[config.mk]
export PLATFORM = sky130hd
export DESIGN_NAME = tagged_decimal_field_parser
export DESIGN_NICKNAME = d
export VERILOG_FILES = /design/src/sv/tdfp_pkg.sv /design/src/sv/tdfp_in_reg.sv /design/src/sv/tdfp_parse.sv /design/src/sv/tdfp_out_reg.sv /design/src/sv/tagged_decimal_field_parser.sv
export SDC_FILE = /design/constraint.sdc
export NUM_CORES = 1
export LEC_CHECK = 0
export ABC_AREA = 1
export BUFFER_PORTS_ARGS = -buffer_cell sky130_fd_sc_hd__clkbuf_2
export CAP_MARGIN = 20
export CORE_ASPECT_RATIO = 1.1
export CORE_MARGIN = 1.5
export CORE_UTILIZATION = 50
export CTS_CLUSTER_SIZE = 20
export DETAILED_ROUTE_END_ITERATION = 16
export PLACE_DENSITY = 0.68
export SLEW_MARGIN = 20
export SYNTH_ARGS = -nofsm -noshare
export SYNTH_HDL_FRONTEND = slang
export SYNTH_SLANG_ARGS = --single-unit
[constraint.sdc]
create_clock -name clock -period 6.8 [get_ports clock]
set_clock_uncertainty 0.1 [all_clocks]
set_input_delay 0.34 -clock clock [delete_from_list [all_inputs] [get_ports clock]]
set_output_delay 0.34 -clock clock [all_outputs]
set_load 0.02 [all_outputs]
[src/sv/tdfp_pkg.sv]
package tdfp_pkg;

   localparam int MAX_CHARS_DEF = 30;

   // parse phases
   localparam logic [2:0] PH_TAG   = 3'd0;
   localparam logic [2:0] PH_SIGN  = 3'd1;
   localparam logic [2:0] PH_FIRST = 3'd2;
   localparam logic [2:0] PH_INT   = 3'd3;
   localparam logic [2:0] PH_FRAC  = 3'd4;

   // result status codes
   localparam logic [1:0] ST_OK       = 2'd0;
   localparam logic [1:0] ST_FORMAT   = 2'd1;
   localparam logic [1:0] ST_MISMATCH = 2'd2;
   localparam logic [1:0] ST_OVERFLOW = 2'd3;

   // register indexes
   localparam logic REG_EXPECTED_TAG  = 1'b0;
   localparam logic REG_FRACTION_MODE = 1'b1;

   localparam logic [9:0] EXPECTED_TAG_RST = 10'd1;

   localparam logic [7:0] CH_ZERO  = 8'h30;
   localparam logic [7:0] CH_NINE  = 8'h39;
   localparam logic [7:0] CH_COLON = 8'h3A;
   localparam logic [7:0] CH_POINT = 8'h2E;
   localparam logic [7:0] CH_PLUS  = 8'h2B;
   localparam logic [7:0] CH_MINUS = 8'h2D;

   localparam logic [4:0] FRAC_MAX = 5'd31;

   typedef struct packed {
      logic [7:0] ch;
      logic       last;
   } req_type;

   typedef struct packed {
      logic [1:0]         status;
      logic signed [31:0] mantissa;
      logic [4:0]         frac_digits;
   } rsp_type;

   typedef struct packed {
      logic    vld;
      req_type item;
   } stage_type;

endpackage

[src/sv/tdfp_in_reg.sv]
module tdfp_in_reg
   import tdfp_pkg::*;
(
   input  logic      clock,
   input  logic      reset,
   input  logic      req_valid,
   output logic      req_ready,
   input  req_type   req_data,
   input  logic      go,
   output stage_type stage
);

   logic    vld_ff, vld_in;
   req_type item_ff;

   // slot frees up in the same cycle its item moves on
   assign req_ready = !vld_ff || go;

   always_comb begin
      vld_in = vld_ff;
      if (req_valid && req_ready) begin
         vld_in = 1'b1;
      end else if (go) begin
         vld_in = 1'b0;
      end
   end

   always_ff @(posedge clock) begin
      if (reset) begin
         vld_ff <= 1'b0;
      end else begin
         vld_ff <= vld_in;
      end
   end

   always_ff @(posedge clock) begin
      if (req_valid && req_ready) begin
         item_ff <= req_data;
      end
   end

   assign stage.vld  = vld_ff;
   assign stage.item = item_ff;

endmodule

[src/sv/tdfp_parse.sv]
module tdfp_parse
   import tdfp_pkg::*;
#(
   parameter int MAX_CHARS = MAX_CHARS_DEF
) (
   input  logic       clock,
   input  logic       reset,
   input  stage_type  stage,
   input  logic       out_free,
   input  logic [9:0] expected_tag,
   input  logic       fraction_mode,
   output logic       go,
   output logic       rsp_load,
   output rsp_type    rsp_item
);

   logic [2:0]  ph_ff, ph_in;
   logic [9:0]  tag_ff, tag_in;
   logic [1:0]  tag_len_ff, tag_len_in;
   logic        neg_ff, neg_in;
   logic [31:0] value_ff, value_in;
   logic [4:0]  frac_ff, frac_in;
   logic [4:0]  cnt_ff, cnt_in;
   logic [1:0]  err_ff, err_in;
   logic        lz_ff, lz_in;

   logic [7:0]  c;
   logic [3:0]  dval;
   logic        digit, point;
   logic [35:0] sum;
   logic        ovf;
   logic [9:0]  tag_x10;

   assign c     = stage.item.ch;
   assign dval  = c[3:0];
   assign digit = c inside {[CH_ZERO:CH_NINE]};
   assign point = (c == CH_POINT);
   // value * 10 + digit
   assign sum   = {1'b0, value_ff, 3'b000} + {3'b000, value_ff, 1'b0} + {32'd0, dval};
   assign ovf   = sum > 36'h0_8000_0000;
   // tag * 10, kept to 10 bits
   assign tag_x10 = {tag_ff[6:0], 3'b000} + {tag_ff[8:0], 1'b0};

   assign go = stage.vld && (!stage.item.last || out_free);

   always_comb begin
      ph_in      = ph_ff;
      tag_in     = tag_ff;
      tag_len_in = tag_len_ff;
      neg_in     = neg_ff;
      value_in   = value_ff;
      frac_in    = frac_ff;
      cnt_in     = cnt_ff;
      err_in     = err_ff;
      lz_in      = lz_ff;
      rsp_load   = 1'b0;
      rsp_item   = '0;

      if (go) begin
         if (cnt_ff >= 5'(MAX_CHARS)) begin
            if (err_ff == ST_OK) begin
               err_in = ST_FORMAT;
            end
         end else begin
            cnt_in = cnt_ff + 5'd1;
            if (err_ff == ST_OK) begin
               if (ph_ff == PH_TAG) begin
                  if (c == CH_COLON) begin
                     if (tag_len_ff == 2'd0) begin
                        err_in = ST_FORMAT;
                     end else if (tag_ff != expected_tag) begin
                        err_in = ST_MISMATCH;
                     end else begin
                        ph_in = PH_SIGN;
                     end
                  end else if (!digit || tag_len_ff == 2'd3) begin
                     err_in = ST_FORMAT;
                  end else if (tag_len_ff == 2'd0 && c == CH_ZERO) begin
                     err_in = ST_FORMAT;
                  end else begin
                     tag_in     = tag_x10 + {6'd0, dval};
                     tag_len_in = tag_len_ff + 2'd1;
                  end
               end else if (ph_ff == PH_SIGN && (c == CH_PLUS || c == CH_MINUS)) begin
                  neg_in = (c == CH_MINUS);
                  ph_in  = PH_FIRST;
               end else if (!fraction_mode && point) begin
                  err_in = ST_FORMAT;
               end else begin
                  case (ph_ff)
                     PH_SIGN, PH_FIRST: begin
                        if (digit && c != CH_ZERO) begin
                           if (ovf) begin
                              err_in = ST_OVERFLOW;
                           end else begin
                              value_in = sum[31:0];
                           end
                           ph_in = PH_INT;
                        end else if (fraction_mode && c == CH_ZERO) begin
                           lz_in = 1'b1;
                           ph_in = PH_INT;
                        end else if (fraction_mode && point) begin
                           ph_in = PH_FRAC;
                        end else begin
                           err_in = ST_FORMAT;
                        end
                     end
                     PH_INT: begin
                        if (point) begin
                           ph_in = PH_FRAC;
                        end else if (digit && !lz_ff) begin
                           if (ovf) begin
                              err_in = ST_OVERFLOW;
                           end else begin
                              value_in = sum[31:0];
                           end
                        end else begin
                           err_in = ST_FORMAT;
                        end
                     end
                     default: begin
                        if (digit) begin
                           if (ovf) begin
                              err_in = ST_OVERFLOW;
                           end else begin
                              value_in = sum[31:0];
                           end
                           if (frac_ff < FRAC_MAX) begin
                              frac_in = frac_ff + 5'd1;
                           end
                        end else begin
                           err_in = ST_FORMAT;
                        end
                     end
                  endcase
               end
            end
         end

         if (stage.item.last) begin
            if (err_in == ST_OK) begin
               if (ph_in == PH_TAG || ph_in == PH_SIGN || ph_in == PH_FIRST) begin
                  err_in = ST_FORMAT;
               end else if (fraction_mode && ph_in != PH_FRAC) begin
                  err_in = ST_FORMAT;
               end else if (!neg_in && value_in[31]) begin
                  // positive side tops out one below the negative side
                  err_in = ST_OVERFLOW;
               end
            end
            rsp_load        = 1'b1;
            rsp_item.status = err_in;
            if (err_in == ST_OK) begin
               rsp_item.mantissa    = neg_in ? -value_in : value_in;
               rsp_item.frac_digits = frac_in;
            end
            ph_in      = PH_TAG;
            tag_in     = '0;
            tag_len_in = '0;
            neg_in     = 1'b0;
            value_in   = '0;
            frac_in    = '0;
            cnt_in     = '0;
            err_in     = ST_OK;
            lz_in      = 1'b0;
         end
      end
   end

   always_ff @(posedge clock) begin
      if (reset) begin
         ph_ff      <= PH_TAG;
         tag_ff     <= '0;
         tag_len_ff <= '0;
         neg_ff     <= 1'b0;
         value_ff   <= '0;
         frac_ff    <= '0;
         cnt_ff     <= '0;
         err_ff     <= ST_OK;
         lz_ff      <= 1'b0;
      end else begin
         ph_ff      <= ph_in;
         tag_ff     <= tag_in;
         tag_len_ff <= tag_len_in;
         neg_ff     <= neg_in;
         value_ff   <= value_in;
         frac_ff    <= frac_in;
         cnt_ff     <= cnt_in;
         err_ff     <= err_in;
         lz_ff      <= lz_in;
      end
   end

endmodule

[src/sv/tdfp_out_reg.sv]
module tdfp_out_reg
   import tdfp_pkg::*;
(
   input  logic    clock,
   input  logic    reset,
   input  logic    load,
   input  rsp_type item,
   output logic    out_free,
   output logic    rsp_valid,
   input  logic    rsp_ready,
   output rsp_type rsp_data
);

   logic    vld_ff, vld_in;
   rsp_type data_ff;

   assign out_free = !vld_ff || rsp_ready;

   always_comb begin
      vld_in = vld_ff;
      if (load) begin
         vld_in = 1'b1;
      end else if (rsp_ready) begin
         vld_in = 1'b0;
      end
   end

   always_ff @(posedge clock) begin
      if (reset) begin
         vld_ff <= 1'b0;
      end else begin
         vld_ff <= vld_in;
      end
   end

   always_ff @(posedge clock) begin
      if (load) begin
         data_ff <= item;
      end
   end

   assign rsp_valid = vld_ff;
   assign rsp_data  = data_ff;

endmodule

[src/sv/tagged_decimal_field_parser.sv]
// Parses strings of the form TAG ':' [sign] NUMBER, one character per item.
// req channel: one character with a last flag; a result follows only the last one.
// rsp channel: status, signed mantissa and count of digits after the point.
// csr channel: index 0 expected tag, index 1 fraction mode; always ready, write
// only while no string is in flight.
// A character is registered in the input register on acceptance and parsed from
// there; its result is registered in the result register, which drives rsp_valid.
// Throughput: one character per cycle while no last character waits, set by the
// single parse stage (multiply by ten, add and overflow compare between the input and result registers).
// When the receiver stalls, characters that are not last keep flowing; a last
// character waits in the input register until the result register frees up,
// and req_ready drops only then.
// Reset: synchronous; empties both registers, clears the parse state, sets the
// expected tag to 1 and integer mode.
module tagged_decimal_field_parser
   import tdfp_pkg::*;
#(
   parameter int MAX_CHARS = MAX_CHARS_DEF
) (
   input  logic       clock,
   input  logic       reset,
   input  logic       req_valid,
   output logic       req_ready,
   input  req_type    req_data,
   output logic       rsp_valid,
   input  logic       rsp_ready,
   output rsp_type    rsp_data,
   input  logic       csr_valid,
   output logic       csr_ready,
   input  logic       csr_index,
   input  logic [9:0] csr_wdata
);

   logic [9:0] expected_tag_ff, expected_tag_in;
   logic       fraction_mode_ff, fraction_mode_in;
   stage_type  stage;
   logic       go, out_free, rsp_load;
   rsp_type    rsp_item;

   assign csr_ready = 1'b1;

   always_comb begin
      expected_tag_in  = expected_tag_ff;
      fraction_mode_in = fraction_mode_ff;
      if (csr_valid && csr_ready) begin
         case (csr_index)
            REG_EXPECTED_TAG:  expected_tag_in  = csr_wdata;
            REG_FRACTION_MODE: fraction_mode_in = csr_wdata[0];
            default: ;
         endcase
      end
   end

   always_ff @(posedge clock) begin
      if (reset) begin
         expected_tag_ff  <= EXPECTED_TAG_RST;
         fraction_mode_ff <= 1'b0;
      end else begin
         expected_tag_ff  <= expected_tag_in;
         fraction_mode_ff <= fraction_mode_in;
      end
   end

   tdfp_in_reg u_in (
      .clock     (clock),
      .reset     (reset),
      .req_valid (req_valid),
      .req_ready (req_ready),
      .req_data  (req_data),
      .go        (go),
      .stage     (stage)
   );

   tdfp_parse #(
      .MAX_CHARS (MAX_CHARS)
   ) u_parse (
      .clock         (clock),
      .reset         (reset),
      .stage         (stage),
      .out_free      (out_free),
      .expected_tag  (expected_tag_ff),
      .fraction_mode (fraction_mode_ff),
      .go            (go),
      .rsp_load      (rsp_load),
      .rsp_item      (rsp_item)
   );

   tdfp_out_reg u_out (
      .clock     (clock),
      .reset     (reset),
      .load      (rsp_load),
      .item      (rsp_item),
      .out_free  (out_free),
      .rsp_valid (rsp_valid),
      .rsp_ready (rsp_ready),
      .rsp_data  (rsp_data)
   );

endmodule

; ---- Word level (Yosys, flattened, before mapping)
; Cells that the tools add are included.
[classes]
mux = 102
order_cmp = 5
n_eq_ne = 22
n_addsub = 8
reduce_logical = 47
bitwise = 1
[ops]
columns = cell, n
row1 = $mux 32, 13
row2 = $mux 10, 7
row3 = $mux 2, 33
row4 = $pmux 32 s2, 1
row5 = $mux 5, 11
row6 = $mux 3, 14
row7 = $eq 8x6->1 const B, 5
row8 = $add 35x33->36, 1
row9 = $add 36x4->36, 1
row10 = $gt 36x32->1 const B, 1
row11 = $neg 32->32, 1
row12 = $mux 1, 21
row13 = $ne 2x2->1 const B, 8
row14 = $logic_and 1x1->1, 12
row15 = $reduce_bool 2->1, 6
row16 = $add 10x10->10, 1
row17 = $add 10x4->10, 1
row18 = $add 5x1->5 const B, 2
row19 = $ne 10x10->1, 1
row20 = $eq 3x2->1 const B, 3
row21 = $reduce_and 9->1, 1
row22 = $ge 8x6->1 const B, 1
row23 = $le 8x6->1 const B, 1
row24 = $logic_not 2->1, 4
row25 = 18 further kinds, 35
[word_totals]
ff_bits = 122
input_bits = 25
word_cells = 203

; ---- Depth between registers and ports, before layout
[logic_depth]
word_depth = 22
mapped_depth = 37

; ---- Modules after synthesis
; Synthesis repeated with hierarchy kept, for this count alone.
[unflattened]
cells_unflattened = 1671
hier_area_um2 = 10566.4
[modules_own_cells]
columns = mod, n_inst, cells_each, seq_area_each_um2, area_each_um2
row1 = tdfp_parse, 1, 1541, 1221.2, 8521.9
row2 = tdfp_out_reg, 1, 44, 1191.1, 1213.7
row3 = tagged_decimal_field_parser, 1, 70, 220.2, 505.5
row4 = tdfp_in_reg, 1, 16, 290.3, 325.3

; ---- Worst setup path after synthesis
; No wires, ideal clock.
[synth_timing]
kind = flip-flop to flip-flop
startpoint = reg u_in.item_ff, in the netlist u_in.stage[4]
endpoint = reg u_out.data_ff, in the netlist u_out.rsp_data[25], data pin
path_slack_ns = 2.242
arrival_time_ns = 4.205
path_stages_with_launch = 31
period_less_slack_ns = 4.558
n_path_buf = 1
cell_sequence = edfxtp_1 > inv_1 > fa_1 > fa_1 > inv_1 > nand2_1 > nand2_1 > and2_1 > nand2_1 > nand3_1 > nand2_1 > nand3_1 > nand2_1 > nor2_1 > nand2_1 > nor2_1 > nand3_4 > nand2_4 > nand4_4 > buf_6 > a21oi_4 > ha_1 > inv_1 > nor2_2 > nand3_1 > nand2_1 > nand3_2 > nor2_4 > o2111ai_1 > o21ai_1 > nor2_1
[synth_via]
elab_chain_len = 21
[synth_rtl]
columns = item, line_no
row1 = start: declaration, tdfp_in_reg.sv:14  ; req_type item_ff;
row2 = start signal: assignment, tdfp_in_reg.sv:38  ; item_ff <= req_data;
row3 = "parallel branches: the longest is 21 deep, another holds $add 36x4->36", --
row4 = end signal: assignment, tdfp_out_reg.sv:38  ; data_ff <= item;
row5 = end: declaration, tdfp_out_reg.sv:15  ; rsp_type data_ff;
; Several ways; the timed one is not identified. The select of a mux whose other input is x is not followed.
; A chain may end at the register's enable or synchronous reset.

; ---- Worst setup path after layout
; Same ends and word-level chain as after synthesis.

==> out/metrics.yaml <==
run_status:
  status: "finished clean"
yosys:
  synth_area_leaders: "nand2_1 21%, dfxtp_1 13%, edfxtp_1 13%"
  yosysTopAreaCellShare_pct: 20.6
  seq_area_frac_synth_pct: 26.0
  yosysUniqueCellTypes: 57
  synth_flop_cell: "dfxtp_1"
  synthesis.nets: 1936
  ys_seq_elements: 122
  yosysTopAreaCell: "nand2_1"
  postSynth.asyncResetShare_pct: 0
  synth_edf_count: 48
  mappedNetlistArea_sq_mm: 0.0113
  yosysWarnings: 0
  syn_inst: 1824
  syn_avg_cell_area_sq_um: 6.17
power:
  p_sw_share_pct: 25.5
  power_density_mw_per_mm2: 147
  clockPowerShare_pct: 51.5
  pwr-share-seq_pct: 42.6
  p_int_mw: 1.37
  power_leakage_nw: 6.24
  p_sw_uw: 469
  p_comb_share_pct: 5.9
  ir_drop_mv: 0.157
routing:
  drt_first_pass_iters: 6
  vias: 11600
  drt_wl_total_mm: 33.3
  remaining_drc_errors: 0
  detail_route.vias_per_cell: 5.30
  post_drt_wl_per_cell_um: 15.2
  postRouteAntennaNets: 0
  drtIter0Drc: 865
critical_path:
  cp_slowest_cell: "fa_1"
  worstSetupPathType: "reg -> reg"
  slowest_delay_ns: 0.53
  crit_top_cell: "nand2_1"
  worstPathArrival_ns: 5.86
  r2r_setup_slack_ns: 1.02
  cp-start-kind: "flip-flop"
  crit_required_ns: 6.88
  critPathCaptureType: "flip-flop"
  critPathMaxFanout: 32
hold_path:
  hp-class: "in -> reg"
clock_network:
  cts_tree: "yes"
  max-clock-path-buffers: 2
  cts.clk_slew.worst_paths_ns: 0.07
  cts_resized: 0
  cts.sinks: 122
  htree_levels: 4
  root_buffer: "clkbuf_16"
  worstSkewPairLatency_ns: 0.43
  numCtsBuffers: 17
floorplanning:
  ios: 67
  die_w_um: 146
  start_util_pct: 50.9
  rows: 57
  core_region_area_sq_mm: 0.0221
  die_y_um: 160
  die_area_sq_mm: 0.0234
place:
  dp_cells: 2149
  io_buffers: 65
  gp_congestion: 0.933
  dp_hpwl_mm: 25.9
final_layout:
  area_delta_synth_final_pct: 10.7
  fin_util_pct: 56.4
  n_antenna_cell: 0
  layout.nets: 1992
  fin_cells: 2188
  layout-drive-gt1-share_pct: 10.2
timing:
  min_period_ns: 5.78
  maxSlewViolCount: 0
  setup-violations-final: 0
  rsz0062_at_grt: "no"
  max_freq_mhz: 173
  max-slew-margin-rel_pct: 33.4
  finalSetupTns_ns: 0
  hold-worst-slack_ns: 0.0173
  hold_violations: 0
  min_period_over_period_pct: 85.0
  worst_slew_pin_slew_ns: 0.995
global_routing:
  grt_pass1_wl_mm: 54.2
  antenna_found_initial: 0
  grt_max_degree: 55
  grt_pass1_vias: 11000
  overflow: 0
  grt_usage_pct: 28.8
flow_run:
  drv_cap: 0
-- area by class of cell --
type | instances | area [sq um]
repair buffers | 77 | 433
clock inverters | 10 | 86.3
well taps | 295 | 369
multi-input cells | 1371 | 7040
flip-flops and latches | 122 | 2920
inverters | 291 | 1090
clock buffers | 22 | 529
fillers | 2272 | 9640
-- critical path: cells and delay by family, from the launching register on --
kind,cells,cell delay (ns)
simple gates,20,2.77
fa+ha+maj,3,1.19
compound gates,3,0.73
flops,1,0.44
buf+inv,3,0.28
-- power groups by stage --
stage / sequential [mW] / clock, mW / combinational, mW
6_report: 0.783 / 0.947 / 0.108
5_1_grt: 0.785 / 0.979 / 0.120
4_1_cts: 0.783 / 0.954 / 0.108
3_5_place_dp: 0.799 / 0 / 0.104
3_3_place_gp: 0.799 / 0 / 0.104
2_1_floorplan: 0.806 / 0 / 0.0630
-- cell usage in the layout, fill, tap and decap left out, types with 3 or more instances in the layout --
| cell type | n |
|---|---|
| clkbuf_16 | 21 |
| o21ai_0 | 53 |
| nor2_4 | 9 |
| nand3_2 | 6 |
| inv_1 | 257 |
| and2_1 | 3 |
| nand2_1 | 619 |
| clkinv_1 | 6 |
| xor2_1 | 10 |
| o211ai_1 | 12 |
| nor2_1 | 178 |
| fa_1 | 4 |
| o21bai_1 | 4 |
| nand2_2 | 15 |
| ha_1 | 83 |
| nand3_1 | 110 |
| and3_1 | 3 |
| xnor2_1 | 10 |
| inv_6 | 5 |
| dlygate4sd3_1 | 7 |
| nor2_2 | 10 |
| clkinv_4 | 3 |
| nand4_1 | 28 |
| or2_2 | 8 |
| a21oi_2 | 6 |
| a211oi_1 | 4 |
| edfxtp_1 | 48 |
| nand3b_1 | 5 |
| o22ai_1 | 8 |
| o21ai_1 | 20 |
| dfxtp_1 | 74 |
| a21oi_1 | 113 |
| a31oi_1 | 5 |
| buf_4 | 5 |
| o21ai_2 | 4 |
| inv_2 | 28 |
| nor3_1 | 14 |
| o2111ai_1 | 4 |
| clkbuf_2 | 65 |
-- logic make-up after synthesis --
kind of cell,count (synthesis),share of synthesized area (%)
DFF,122,26.0
adders and majority gates,87,9.94
other,1,0.0333
xor gates and xnor gates,20,1.56
and+or+nand+nor,1016,38.4
buffers and inverters,331,11.6
AOI/OAI and AO/OA,247,12.6
-- synth_stat cells (8+ instances only) --
cell / n
nand2_1: 619
inv_1: 257
nor2_1: 179
a21oi_1: 113
nand3_1: 110
ha_1: 83
dfxtp_1: 74
o21ai_0: 53
edfxtp_1: 48
inv_2: 28
nand4_1: 28
clkbuf_1: 24
o21ai_1: 20
nand2_2: 15
nor3_1: 14
o211ai_1: 12
xnor2_1: 10
xor2_1: 10
nor2_2: 9
nor2_4: 9
o22ai_1: 8
or2_2: 8
-- repair_timing --
action / in CTS / in global routing
buffers inserted: 0 / 0
setup endpoints to repair: 0 / 0
hold buffers: 7 / 0
hold endpoints to repair: 7 / 0
-- final timing paths --
kind                             startpoint                                to  cells past startpoint
max                 u_in.stage[4]$_DFFE_PP_  u_out.rsp_data[25]$_SDFFCE_PN0P_                     29
min                             req_data[3]           u_in.stage[3]$_DFFE_PP_                      1
max reg2reg         u_in.stage[4]$_DFFE_PP_  u_out.rsp_data[25]$_SDFFCE_PN0P_                     29
min reg2reg  u_parse.cnt_ff[4]$_SDFFE_PP0P_    u_parse.cnt_ff[4]$_SDFFE_PP0P_                      2
-- state kept, by name, indices dropped and copies added (netlist names) --
register / cells
u_parse.frac_ff: 5
u_parse.tag_len_ff: 2
u_out.rsp_valid: 1
fraction_mode_ff: 1
u_parse.cnt_ff: 5
u_parse.value_ff: 32
u_parse.err_ff: 2
u_parse.ph_ff: 3
u_parse.neg_ff: 1
u_parse.lz_ff: 1
u_parse.tag_ff: 10
u_in.stage: 9
expected_tag_ff: 10
u_out.rsp_data: 39
u_in.vld_ff: 1
-- metal layers --
metal	GRT usage (%)	part of all wire, %
met1	34.9	43
met3	3.64	4.5
met4	13.3	4.5
met2	50.7	48
met5	0	0
-- through the flow --
step	instance area (sq um)	setup WS, ns	total power, mW
detailed placement	11800	1.11	0.903
finish	12500	1.02	1.84
CTS	12500	1.07	1.85
global placement	11800	1.36	0.902
global route	12500	0.471	1.88
floorplan	11300	2.24	0.869
(Power assumes the default switching activity.)
